`src/rtl/core/rabg_pkg.sv`:
```
// Package for the rational arithmetic unit with binary GCD reduction.
// Holds command and status codes, payload structs and the front-to-back job type.
package rabg_pkg;

  localparam logic [2:0] CMD_ADD = 3'd0;
  localparam logic [2:0] CMD_SUB = 3'd1;
  localparam logic [2:0] CMD_MUL = 3'd2;
  localparam logic [2:0] CMD_DIV = 3'd3;
  localparam logic [2:0] CMD_EQ  = 3'd4;

  localparam logic [1:0] ST_OK   = 2'd0;
  localparam logic [1:0] ST_ZERO = 2'd1;
  localparam logic [1:0] ST_OVF  = 2'd2;

  localparam int QUEUE_DEPTH = 2;

  typedef struct packed {
    logic [2:0]         cmd;
    logic signed [31:0] a_num;
    logic signed [31:0] a_den;
    logic signed [31:0] b_num;
    logic signed [31:0] b_den;
  } in_item_t;

  typedef struct packed {
    logic signed [31:0] res_num;
    logic signed [31:0] res_den;
    logic               is_equal;
    logic [1:0]         status;
  } out_item_t;

  // Job handed from the front to the back: one or two fractions to reduce.
  typedef struct packed {
    logic               is_eq;
    logic [1:0]         status;
    logic signed [31:0] n0;
    logic signed [31:0] d0;
    logic signed [31:0] n1;
    logic signed [31:0] d1;
  } job_t;

endpackage

```
`src/rtl/core/rational_arith_binary_gcd.sv`:
```
// Top level of the rational arithmetic unit with binary GCD reduction.
// Depends on rabg_pkg, rabg_front, rabg_queue and rabg_back.
//
// Usage: the in_ channel takes one transaction holding a command and two
// fractions; the out_ channel returns one result transaction for each,
// in order. Both use valid/ready handshakes.
// The front end forms cross products with one shared 32x32 multiplier,
// checks zero denominators and overflow, and pushes a job into a two-entry
// queue. The back end runs the binary GCD, one shift or subtract per cycle,
// then divides both magnitudes by the GCD with a restoring divider.
// The equality command reduces two fractions. The back end takes a new job
// only after it has returned the result of the last one.
// Reset is synchronous and clears all control state; no clearing pass.
// When out_ready is low the result holds on out_data, while the front end
// keeps filling the queue and then stalls in_ready.
module rational_arith_binary_gcd import rabg_pkg::*; #(
  parameter int QueueDepth = QUEUE_DEPTH
) (
  input  logic      clk,
  input  logic      rst_n,
  input  logic      in_valid,
  output logic      in_ready,
  input  in_item_t  in_data,
  output logic      out_valid,
  input  logic      out_ready,
  output out_item_t out_data
);

  logic f_valid, f_ready, b_valid, b_ready;
  job_t f_job, b_job;

  rabg_front u_front (
    .clk, .rst_n, .in_valid, .in_ready, .in_data,
    .job_valid(f_valid), .job_ready(f_ready), .job(f_job)
  );

  rabg_queue #(.Depth(QueueDepth)) u_queue (
    .clk, .rst_n,
    .wr_valid(f_valid), .wr_ready(f_ready), .wr_data(f_job),
    .rd_valid(b_valid), .rd_ready(b_ready), .rd_data(b_job)
  );

  rabg_back u_back (
    .clk, .rst_n, .job_valid(b_valid), .job_ready(b_ready), .job(b_job),
    .out_valid, .out_ready, .out_data
  );

  // An error result carries zero fields.
  a_err_zero: assert property (@(posedge clk) disable iff (!rst_n)
    out_valid && out_data.status != ST_OK |->
      out_data.res_num == '0 && out_data.res_den == '0 && !out_data.is_equal)
    else $error("error result with nonzero fields");

  // A successful result with a nonzero numerator never has a zero denominator.
  a_den_nz: assert property (@(posedge clk) disable iff (!rst_n)
    out_valid && out_data.status == ST_OK && out_data.res_num != '0 |->
      out_data.res_den != '0)
    else $error("zero denominator on ok result");

  // A stalled result holds its value.
  a_hold: assert property (@(posedge clk) disable iff (!rst_n)
    out_valid && !out_ready |=> out_valid && $stable(out_data))
    else $error("result changed while stalled");

endmodule

```
`src/rtl/core/rabg_front.sv`:
```
// Front end: accepts transactions, forms cross products, classifies errors.
// Depends on rabg_pkg.
module rabg_front import rabg_pkg::*; (
  input  logic     clk,
  input  logic     rst_n,
  input  logic     in_valid,
  output logic     in_ready,
  input  in_item_t in_data,
  output logic     job_valid,
  input  logic     job_ready,
  output job_t     job
);

  localparam logic [2:0] F_IDLE = 3'd0;
  localparam logic [2:0] F_MUL0 = 3'd1;
  localparam logic [2:0] F_MUL1 = 3'd2;
  localparam logic [2:0] F_MUL2 = 3'd3;
  localparam logic [2:0] F_SUM  = 3'd4;
  localparam logic [2:0] F_OUT  = 3'd5;

  logic [2:0] state_r, state_nxt;
  in_item_t   item_r;
  logic signed [63:0] p_r, q_r, d_r;
  logic signed [63:0] prod;
  logic signed [31:0] mx, my;
  logic       zerr;
  job_t       job_r;

  function automatic logic fits(input logic signed [63:0] v);
    fits = (v[63:31] == {33{v[31]}});
  endfunction

  assign in_ready  = (state_r == F_IDLE);
  assign job_valid = (state_r == F_OUT);
  assign job       = job_r;

  // One 32x32 multiplier shared by the F_MUL0, F_MUL1 and F_MUL2 states.
  always_comb begin
    mx = item_r.a_num;
    my = item_r.b_den;
    unique case (state_r)
      F_MUL0: begin
        mx = item_r.a_num;
        my = (item_r.cmd == CMD_MUL) ? item_r.b_num : item_r.b_den;
      end
      F_MUL1: begin
        mx = item_r.a_den;
        my = (item_r.cmd == CMD_DIV) ? item_r.b_num : item_r.b_den;
      end
      F_MUL2: begin
        mx = item_r.b_num;
        my = item_r.a_den;
      end
      default: begin
        mx = item_r.a_num;
        my = item_r.b_den;
      end
    endcase
    prod = 64'(mx) * 64'(my);
  end

  assign zerr = (item_r.cmd > CMD_EQ) || (item_r.a_den == 32'sd0) ||
                (item_r.b_den == 32'sd0) ||
                ((item_r.cmd == CMD_DIV) && (item_r.b_num == 32'sd0));

  always_comb begin
    state_nxt = state_r;
    unique case (state_r)
      F_IDLE: if (in_valid) state_nxt = F_MUL0;
      F_MUL0: state_nxt = F_MUL1;
      F_MUL1: state_nxt = (item_r.cmd <= CMD_SUB) ? F_MUL2 : F_SUM;
      F_MUL2: state_nxt = F_SUM;
      F_SUM:  state_nxt = F_OUT;
      F_OUT:  if (job_ready) state_nxt = F_IDLE;
      default: state_nxt = F_IDLE;
    endcase
  end

  always_ff @(posedge clk) begin
    if (!rst_n) begin
      state_r <= F_IDLE;
    end else begin
      state_r <= state_nxt;
    end
  end

  // Payload and product registers.
  always_ff @(posedge clk) begin
    if (state_r == F_IDLE && in_valid) item_r <= in_data;
    if (state_r == F_MUL0) p_r <= prod;
    if (state_r == F_MUL1) d_r <= prod;
    if (state_r == F_MUL2) q_r <= prod;
    if (state_r == F_SUM) begin
      job_r.n1 <= item_r.b_num;
      job_r.d1 <= item_r.b_den;
      job_r.is_eq <= 1'b0;
      job_r.status <= ST_OK;
      job_r.n0 <= p_r[31:0];
      job_r.d0 <= d_r[31:0];
      if (zerr) begin
        job_r.status <= ST_ZERO;
      end else if (item_r.cmd == CMD_EQ) begin
        job_r.is_eq <= 1'b1;
        job_r.n0 <= item_r.a_num;
        job_r.d0 <= item_r.a_den;
      end else if (item_r.cmd <= CMD_SUB) begin
        if (!fits(p_r) || !fits(q_r) || !fits(d_r)) begin
          job_r.status <= ST_OVF;
        end else begin
          logic signed [32:0] s;
          s = (item_r.cmd == CMD_ADD) ?
              (33'($signed(p_r[31:0])) + 33'($signed(q_r[31:0]))) :
              (33'($signed(p_r[31:0])) - 33'($signed(q_r[31:0])));
          if (s[32] != s[31]) job_r.status <= ST_OVF;
          job_r.n0 <= s[31:0];
        end
      end else begin
        if (!fits(p_r) || !fits(d_r)) job_r.status <= ST_OVF;
      end
    end
  end

endmodule

```
`src/rtl/core/rabg_queue.sv`:
```
// Short job queue between the front and back ends.
// Depends on rabg_pkg.
module rabg_queue import rabg_pkg::*; #(
  parameter int Depth = QUEUE_DEPTH
) (
  input  logic clk,
  input  logic rst_n,
  input  logic wr_valid,
  output logic wr_ready,
  input  job_t wr_data,
  output logic rd_valid,
  input  logic rd_ready,
  output job_t rd_data
);

  localparam int AW = (Depth > 1) ? $clog2(Depth) : 1;

  job_t mem_r [Depth];
  logic [AW-1:0] wp_r, rp_r;
  logic [AW:0]   cnt_r;
  logic wr_en, rd_en;

  assign wr_ready = (cnt_r != (AW+1)'(Depth));
  assign rd_valid = (cnt_r != '0);
  assign rd_data  = mem_r[rp_r];
  assign wr_en = wr_valid && wr_ready;
  assign rd_en = rd_valid && rd_ready;

  always_ff @(posedge clk) begin
    if (wr_en) mem_r[wp_r] <= wr_data;
  end

  // Pointers wrap at the queue depth.
  always_ff @(posedge clk) begin
    if (!rst_n) begin
      wp_r <= '0;
      rp_r <= '0;
      cnt_r <= '0;
    end else begin
      if (wr_en) wp_r <= (wp_r == AW'(Depth-1)) ? '0 : wp_r + 1'b1;
      if (rd_en) rp_r <= (rp_r == AW'(Depth-1)) ? '0 : rp_r + 1'b1;
      cnt_r <= cnt_r + (AW+1)'(wr_en) - (AW+1)'(rd_en);
    end
  end

endmodule

```
`src/rtl/core/rabg_back.sv`:
```
// Back end: binary GCD reduction and restoring division by the GCD, one step a cycle.
// Depends on rabg_pkg.
module rabg_back import rabg_pkg::*; (
  input  logic      clk,
  input  logic      rst_n,
  input  logic      job_valid,
  output logic      job_ready,
  input  job_t      job,
  output logic      out_valid,
  input  logic      out_ready,
  output out_item_t out_data
);

  localparam logic [2:0] B_IDLE  = 3'd0;
  localparam logic [2:0] B_LOAD  = 3'd1;
  localparam logic [2:0] B_SHK   = 3'd2;
  localparam logic [2:0] B_LOOP  = 3'd3;
  localparam logic [2:0] B_DIV   = 3'd4;
  localparam logic [2:0] B_NEXT  = 3'd5;
  localparam logic [2:0] B_OUT   = 3'd6;

  logic [2:0]  state_r;
  job_t        job_r;
  logic        pass_r;            // 0: first fraction, 1: second
  logic [31:0] u_r, v_r, g_r;
  logic [4:0]  k_r;
  logic [31:0] rn_r, rd_r, an_r, ad_r;
  logic [5:0]  bit_r;
  logic signed [31:0] xn_r, xd_r, yn_r, yd_r;
  logic        zero_r;
  out_item_t   out_r;
  logic signed [31:0] cur_n, cur_d;
  logic [31:0] mn, md;
  logic [32:0] trn, trd;

  assign job_ready = (state_r == B_IDLE);
  assign out_valid = (state_r == B_OUT);
  assign out_data  = out_r;

  assign cur_n = pass_r ? job_r.n1 : job_r.n0;
  assign cur_d = pass_r ? job_r.d1 : job_r.d0;
  assign mn = cur_n[31] ? (32'd0 - 32'(cur_n)) : 32'(cur_n);
  assign md = cur_d[31] ? (32'd0 - 32'(cur_d)) : 32'(cur_d);
  assign trn = {rn_r, an_r[31]} - {1'b0, g_r};
  assign trd = {rd_r, ad_r[31]} - {1'b0, g_r};

  always_ff @(posedge clk) begin
    if (!rst_n) begin
      state_r <= B_IDLE;
    end else begin
      unique case (state_r)
        B_IDLE: if (job_valid) begin
          job_r <= job;
          pass_r <= 1'b0;
          state_r <= (job.status != ST_OK) ? B_NEXT : B_LOAD;
        end
        B_LOAD: begin
          u_r <= mn;
          v_r <= md;
          k_r <= '0;
          an_r <= mn;
          ad_r <= md;
          zero_r <= (cur_n == 32'sd0);
          state_r <= (cur_n == 32'sd0) ? B_NEXT : B_SHK;
        end
        // Strip common factors of two, then make u odd.
        B_SHK: begin
          if (((u_r | v_r) & 32'd1) == 32'd0 && k_r != 5'd31) begin
            u_r <= u_r >> 1;
            v_r <= v_r >> 1;
            k_r <= k_r + 5'd1;
          end else if (!u_r[0]) begin
            u_r <= u_r >> 1;
          end else begin
            state_r <= B_LOOP;
          end
        end
        // Stein step: strip v's twos, else swap-and-subtract.
        B_LOOP: begin
          if (v_r == 32'd0) begin
            g_r <= u_r << k_r;
            rn_r <= '0;
            rd_r <= '0;
            bit_r <= 6'd32;
            state_r <= B_DIV;
          end else if (!v_r[0]) begin
            v_r <= v_r >> 1;
          end else if (u_r > v_r) begin
            u_r <= v_r;
            v_r <= u_r - v_r;
          end else begin
            v_r <= v_r - u_r;
          end
        end
        // Restoring division of both magnitudes by the GCD.
        B_DIV: begin
          if (bit_r == 6'd0) begin
            state_r <= B_NEXT;
          end else begin
            if (!trn[32]) rn_r <= trn[31:0]; else rn_r <= {rn_r[30:0], an_r[31]};
            if (!trd[32]) rd_r <= trd[31:0]; else rd_r <= {rd_r[30:0], ad_r[31]};
            an_r <= {an_r[30:0], !trn[32]};
            ad_r <= {ad_r[30:0], !trd[32]};
            bit_r <= bit_r - 6'd1;
          end
        end
        B_NEXT: begin
          if (pass_r) begin
            yn_r <= zero_r ? 32'sd0 : (cur_n[31] ? -$signed(an_r) : $signed(an_r));
            yd_r <= zero_r ? 32'sd1 : (cur_d[31] ? -$signed(ad_r) : $signed(ad_r));
          end else begin
            xn_r <= zero_r ? 32'sd0 : (cur_n[31] ? -$signed(an_r) : $signed(an_r));
            xd_r <= zero_r ? 32'sd1 : (cur_d[31] ? -$signed(ad_r) : $signed(ad_r));
          end
          if (job_r.status == ST_OK && job_r.is_eq && !pass_r) begin
            pass_r <= 1'b1;
            state_r <= B_LOAD;
          end else begin
            state_r <= B_OUT;
          end
        end
        B_OUT: if (out_ready) state_r <= B_IDLE;
        default: state_r <= B_IDLE;
      endcase
    end
  end

  // Assemble the result combinationally from the job status and reduced fractions.
  always_comb begin
    out_r = '0;
    out_r.status = job_r.status;
    if (job_r.status == ST_OK) begin
      if (job_r.is_eq) begin
        out_r.is_equal = (xn_r == yn_r) && (xd_r == yd_r);
      end else begin
        out_r.res_num = xn_r;
        out_r.res_den = xd_r;
      end
    end
  end

endmodule
```
`config.mk`:
```
export PLATFORM = sky130hd
export DESIGN_NAME = rational_arith_binary_gcd
export DESIGN_NICKNAME = d
export VERILOG_FILES = /design/src/rtl/core/rabg_pkg.sv /design/src/rtl/core/rational_arith_binary_gcd.sv /design/src/rtl/core/rabg_front.sv /design/src/rtl/core/rabg_queue.sv /design/src/rtl/core/rabg_back.sv
export SDC_FILE = /design/constraint.sdc
export NUM_CORES = 2
export LEC_CHECK = 0
export ABC_AREA = 1
export BUFFER_PORTS_ARGS = -buffer_cell sky130_fd_sc_hd__buf_4
export CORE_ASPECT_RATIO = 1.2
export CORE_MARGIN = 5
export CORE_UTILIZATION = 29
export DETAILED_ROUTE_END_ITERATION = 12
export PLACE_DENSITY_LB_ADDON = 0.12
export SETUP_SLACK_MARGIN = 0.3
export SLEW_MARGIN = 20
export SYNTH_ARGS = -nofsm -noshare
export SYNTH_HDL_FRONTEND = slang
export SYNTH_SLANG_ARGS = --single-unit
```
`constraint.sdc`:
```
create_clock -name clk -period 12.55 [get_ports clk]
set_clock_uncertainty 0.1 [all_clocks]
set_input_delay 0.6275 -clock clk [delete_from_list [all_inputs] [get_ports clk]]
set_output_delay 0.6275 -clock clk [all_outputs]
set_load 0.01 [all_outputs]
```
Word level (Yosys, flattened, before mapping)
Memory sizes are Yosys's and may differ from the RTL's. A register that Yosys moved wholly into a read port is not among the register bits.
Cells that the tools add are included.

storage, ports and cells
  bits in registers = 960
  latch bits = 0
  bits in writable memories = 262
  bits in read-only memories = 0
  output and inout bits = 69
  memories kept = 1

memory list
  name           depth  width  read ports  clocked after Yosys merged registers in  wr ports  line              text
  u_queue.mem_r  2      131    1           1                                        1         rabg_queue.sv:18  job_t mem_r [Depth];

cells by class
  $add $sub $neg = 16
  multipliers = 1
  div/mod/pow operators = 0
  order comparisons = 3
  equality and inequality tests = 37
  shift operators = 1
  multiplexer cells = 77
  bitwise logic cells = 2
  reductions and logical operators = 53

operators with widths
  kind                                                   number
  2-to-1 mux 32 bit                                      30
  one-hot mux 32 bit (2 select lines)                    5
  one-hot mux 32 bit (3 select lines)                    3
  logical NOT 32 bit                                     6
  == test 32 bit                                         5
  2-to-1 mux 64 bit                                      2
  subtractor 33 x 32 -> 33 bit                           2
  2-to-1 mux 65 bit                                      1
  multiplier 32 x 32 -> 64 bit                           1
  negator 32 bit                                         2
  subtractor 1 x 32 -> 32 bit, first input constant      2
  subtractor 32 bit                                      2
  2-to-1 mux 3 bit                                       12
  adder 32 x 32 -> 33 bit                                1
  2-to-1 mux 33 bit                                      1
  subtractor 32 x 32 -> 33 bit                           1
  greater-than comparator 32 bit                         1
  << shifter 32 x 5 -> 32 bit                            1
  one-hot mux 3 bit (7 select lines)                     1
  == test 3 x 2 -> 1 bit, second input constant          6
  == test 3 bit, second input constant                   6
  inequality test 2 x 1 -> 1 bit, second input constant  9
  one-hot mux 3 bit (6 select lines)                     1
  AND reduction 3 bit                                    6
  other kinds (34)                                       83

Depth between registers and ports, before layout
  depth in word-level cells = 8
  depth in mapped cells = 42

Cells and area by module
A second synthesis with hierarchy kept.

second synthesis, totals
  cell total of the unflattened synthesis = 11437
  area total of the unflattened synthesis = 102706.0 sq um

modules (own cells, without submodules)
  module      instances  cells an instance  area an instance (sq um)  seq. area each (sq um)
  rabg_front  1          6096               56923.3                   13693.1
  rabg_back   1          4897               35721.8                   14954.3
  rabg_queue  1          444                10060.9                   7967.6

Worst setup path before layout
No wires, ideal clock.

  path type = register -> register
  start point = register u_front.state_r[1]
  end point = register u_front.item_r[0] (netlist bit) (enable)
  setup time = 0.782 ns
  arrival = 9.587 ns
  path slack = 2.082 ns
  cell stages (with the launch flop) = 5
  period minus slack after synthesis = 10.468 ns
  path through = dfxtp_1 > buf_2 > nor2_1 > inv_1 > nor3_1

on the way
  word-level cells in the longest chain between the ends = 2

RTL lines
  item                    line              text
  from (decl)             rabg_front.sv:21  logic [2:0] state_r, state_nxt;
  from (signal assigned)  rabg_front.sv:83  state_r <= state_nxt;
  logical NOT 3 bit       rabg_front.sv:89  if (state_r == F_IDLE && in_valid) item_r <= in_data;
  logical AND 1 bit       rabg_front.sv:89
  to (signal assigned)    rabg_front.sv:89
  to (decl)               rabg_front.sv:22  in_item_t item_r;

Every way passes these cells.
A chain may end at the register's enable or synchronous reset.

Worst setup path after layout
  start point = register u_front.state_r[1]
  end point = register u_front.d_r[38], data pin

on the way
  word-level cells in the longest chain between the ends = 3
  elaborated cells between the ends (all ways) = 6
  classes of those cells = mul (1); eq/ne (3); mux (2)

RTL lines
  item                                                                                               line              text
  == test 3 x 2 -> 1 bit / == test 3 x 1 -> 1 bit (equally long branches)                            rabg_front.sv:41  unique case (state_r)
  one-hot mux 32 bit (3 select lines) / one-hot mux 32 bit (2 select lines) (equally long branches)  rabg_front.sv:41
  multiplier 32 x 32 -> 64 bit (*)                                                                   rabg_front.sv:59  prod = 64'(mx) * 64'(my);
  named net u_front.prod[38]                                                                         rabg_front.sv:24  logic signed [63:0] prod;
  to (signal assigned)                                                                               rabg_front.sv:91  if (state_r == F_MUL1) d_r <= prod;
  to (decl)                                                                                          rabg_front.sv:23  logic signed [63:0] p_r, q_r, d_r;

The timed path passes the listed nets; every way through them passes the cells marked *.

==> insert_results.sql <==
INSERT INTO impl_metrics (metric_group, metric, value, unit) VALUES
('place', 'detailedPlacementHpwl', '360', 'mm'),
('sta', 'final-hold-violation-count', '0', ''),
('clock_tree', 'postCtsResizedCells', '0', ''),
('setup_path', 'worst_path_max_delay_cell', 'sky130_fd_sc_hd__inv_1', ''),
('global_route', 'antenna_found_initial', '20', ''),
('drt', 'wl_per_cell', '27.2', 'um'),
('drt', 'route.detailed.vias_per_inst', '4.87', ''),
('layout', 'post_route_cells_drive_above_1_share', '0.0813', ''),
('synth', 'syn-mean-instance-area', '9.08', 'um2'),
('synth', 'synth_ff_type', 'sky130_fd_sc_hd__edfxtp_1', ''),
('synth', 'synth_compound_area_frac', '0.0754', ''),
('drt', 'first_iter_violations', '5589', ''),
('sta', 'fmaxAchievable', '87.9', 'MHz'),
('die', 'floorplan.core_area', '350000', 'um2'),
('synth', 'synthArstFlopShare', '0', ''),
('drt', 'routed_wirelength', '444', 'mm'),
('synth', 'synth_seq_cells', '1223', ''),
('die', 'initial_core_util', '0.291', ''),
('flow_run', 'maxCapViolations', '0', ''),
('die', 'fp.dieArea', '364000', 'um2'),
('sta', 'finalSetupTns', '0', 'ps'),
('setup_path', 'worst-setup-path-type', 'flip-flop to flip-flop', ''),
('synth', 'synthesis.nets', '12818', ''),
('drt', 'firstDrtPassIters', '6', ''),
('layout', 'multi_input_area', '56300', 'um2'),
('drt', 'route.detailed.drc', '0', ''),
('sta', 'finalMaxSlewViolations', '0', ''),
('clock_tree', 'clock_pin_slew_on_the_worst_setup_and_hold_paths', '60', 'ps'),
('status', 'status', 'complete, no violations', ''),
('synth', 'yosysUniqueCellTypes', '72', ''),
('setup_path', 'crit_path_end_kind', 'flip-flop', ''),
('synth', 'netlist.top_cell.by_area', 'sky130_fd_sc_hd__edfxtp_1', ''),
('synth', 'most_area_consuming_cells_after_synthesis', 'sky130_fd_sc_hd__edfxtp_1 36%, sky130_fd_sc_hd__fa_1 21%, sky130_fd_sc_hd__nand2_1 8.7%, sky130_fd_sc_hd__inv_1 7.2%, sky130_fd_sc_hd__nor2_1 4.9%', ''),
('setup_path', 'cp_data_arrival_time', '11770', 'ps'),
('place', 'port-buffer-count', '203', ''),
('layout', 'total_area_of_sequential_cells', '36600', 'um2'),
('layout', 'syn_to_final_growth', '12.9', '%'),
('clock_tree', 'insertion_delay', '840', 'ps'),
('global_route', 'first_global_vias', '84206', ''),
('sta', 'rsz0062_at_grt', 'no', ''),
('synth', 'main_combinational_cell_family_by_area_after_synthesis', 'adder cells', ''),
('synth', 'synth_largest_type_area_fraction', '0.357', ''),
('synth', 'synth_xor_area_frac', '0.0233', ''),
('clock_tree', 'post_cts.repair.setup_buffers', '0', ''),
('global_route', 'overflow', '0', ''),
('global_route', 'first_pass_grt_wire_length', '627', 'mm'),
('clock_tree', 'cts_made_buffers', '149', ''),
('global_route', 'global_route.usage.total', '0.241', ''),
('setup_path', 'critPathMaxFanout', '35', ''),
('clock_tree', 'cts-root-to-sink-buffers', '4', ''),
('setup_path', 'kind_of_start_point_of_the_critical_path', 'flip-flop', ''),
('layout', 'nFillCells', '36496', ''),
('setup_path', 'critical_path.n_buffers_inverters', '10', ''),
('setup_path', 'family_of_cells_with_the_greatest_summed_delay_on_the_critical_path', 'adder cells', ''),
('synth', 'cells_after_synth', '11241', ''),
('setup_path', 'path_common_cell', 'sky130_fd_sc_hd__inv_1', ''),
('synth', 'synthesis.yosys.warnings', '0', ''),
('layout', 'layout.nets', '13084', ''),
('synth', 'yosys-top-cells-count', '2,379 x sky130_fd_sc_hd__nand2_1, 1,950 x sky130_fd_sc_hd__inv_1, 1,337 x sky130_fd_sc_hd__nor2_1', ''),
('setup_path', 'cp_data_required_time', '12940', 'ps'),
('synth', 'yosys.cell_count.top_type', 'sky130_fd_sc_hd__nand2_1', ''),
('sta', 'finalCriticalPeriod', '11380', 'ps'),
('synth', 'synth_edf_count', '1212', ''),
('die', 'std_cell_rows', '238', ''),
('clock_tree', 'cts_root_buffer', 'sky130_fd_sc_hd__clkbuf_16', ''),
('die', 'die_y', '660', 'um'),
('clock_tree', 'tritoncts', 'yes', ''),
('synth', 'post_synth_and_or_nand_nor_area_fraction', '0.178', ''),
('global_route', 'grt_start_max_net_pins', '133', ''),
('synth', 'synthAdderAreaFrac', '0.257', ''),
('sta', 'fin_hold_ws', '218', 'ps');
[layout make-up]
| cell class | instances | share of cell area |
|---|---|---|
| flip-flops and latches | 1223 | 0.318 |
| repair buffers | 480 | 0.0346 |
| diodes | 16 | 0.000348 |
| multi-input cells | 7639 | 0.489 |
| clock inverters | 85 | 0.00797 |
| clock buffers | 175 | 0.0340 |
| well taps | 4680 | 0.0508 |
| inverters | 2014 | 0.0657 |
[path summary, 6_finish.rpt]
check                                   startpoint                   end  slack, ps  cells after the start
worst max-delay path            u_front.state_r[1]       u_front.d_r[38]       1170                     32
worst min-delay path                      in_valid    u_front.state_r[0]        220                      5
worst max register to register  u_front.state_r[1]       u_front.d_r[38]       1170                     32
worst min register to register     u_front.job[29]  u_queue.mem_r[0][29]        300                      0
[sequential cells by signal, indices dropped and copies added, names as in the netlist, 64 cells and up, named ones only]
register and cells:
u_front.p_r 64, u_front.item_r 131, u_front.job 131, u_front.q_r 64, u_back.job_r 129, u_front.d_r 64
u_queue.mem_r 262
[cell usage in the layout, fill, tap and decap left out, drive strengths merged, types with 6 or more instances in the layout]
cell         synthesis  routed
a211oi               9       9
a21boi              37      37
a21o                32      32
a21oi              462     462
a221oi               8       8
a22oi               10      10
a31oi               32      32
buf                218     348
bufinv               0      16
clkbuf             147     175
clkinv               4      55
clkinvlp             0       9
dfxtp               11      11
diode                0      16
dlygate4sd3          0     132
edfxtp            1212    1212
fa                1087    1087
ha                 355     355
inv               2010    2019
mux2               131     131
mux2i               15      15
nand2             2411    2411
nand3              379     379
nand3b              17      17
nand4               93      93
nor2              1354    1354
nor3               121     121
nor3b                6       6
nor4                41      41
o2111ai             29      29
o211ai              25      25
o21a                47      47
o21ai              503     503
o21bai              28      28
o221ai              13      13
o22ai               55      55
o31ai               10      10
or2                 36      36
xnor2               84      84
xor2               187     187
[timing repair]
| action | CTS | global route |
|---|---|---|
| endpoints found under the hold margin | 132 | 0 |
| hold buffers | 132 | 0 |
| endpoints found under the setup margin | 0 | 0 |
[routing by layer]
| metal | GRT usage | vias to the layer above | wire length (um) |
|---|---|---|---|
| met1 | 0.257 | 40133 | 158000 |
| met5 | 0 | - | 13 |
| met2 | 0.450 | 2258 | 234000 |
| met4 | 0.159 | 2 | 35900 |
| li1 | - | 36292 | - |
| met3 | 0.0242 | 806 | 15900 |
[cell families after synthesis]
group	after synthesis
mux	146
buf+inv	2379
fa+ha+maj	1442
flops	1223
compound gates	1312
simple gates	4468
xor+xnor	271
[tightest hold or removal path: cells and delay by family]
kind | cells | cell delay [ps]
buffers and inverters | 2 | 240
AO/OA/AOI/OAI | 1 | 60
AND/OR/NAND/NOR | 2 | 160
[metrics by stage]
| step | instance area, um2 | setup WS (ps) | instances | util |
|---|---|---|---|---|
| 6_report | 115000 | 1170 | 16312 | 0.329 |
| 5_1_grt | 115000 | 891 | 16299 | 0.329 |
| 3_3_place_gp | 109000 | 1050 | 15904 | 0.311 |
| 4_1_cts | 115000 | 1070 | 16296 | 0.329 |
| 3_5_place_dp | 109000 | 1150 | 15904 | 0.311 |
| 2_1_floorplan | 102000 | 2080 | 11241 | - |
Power is left out: the tool's default activity adds up to more than one toggle a clock period on the data nets, which glitch-free logic cannot reach.
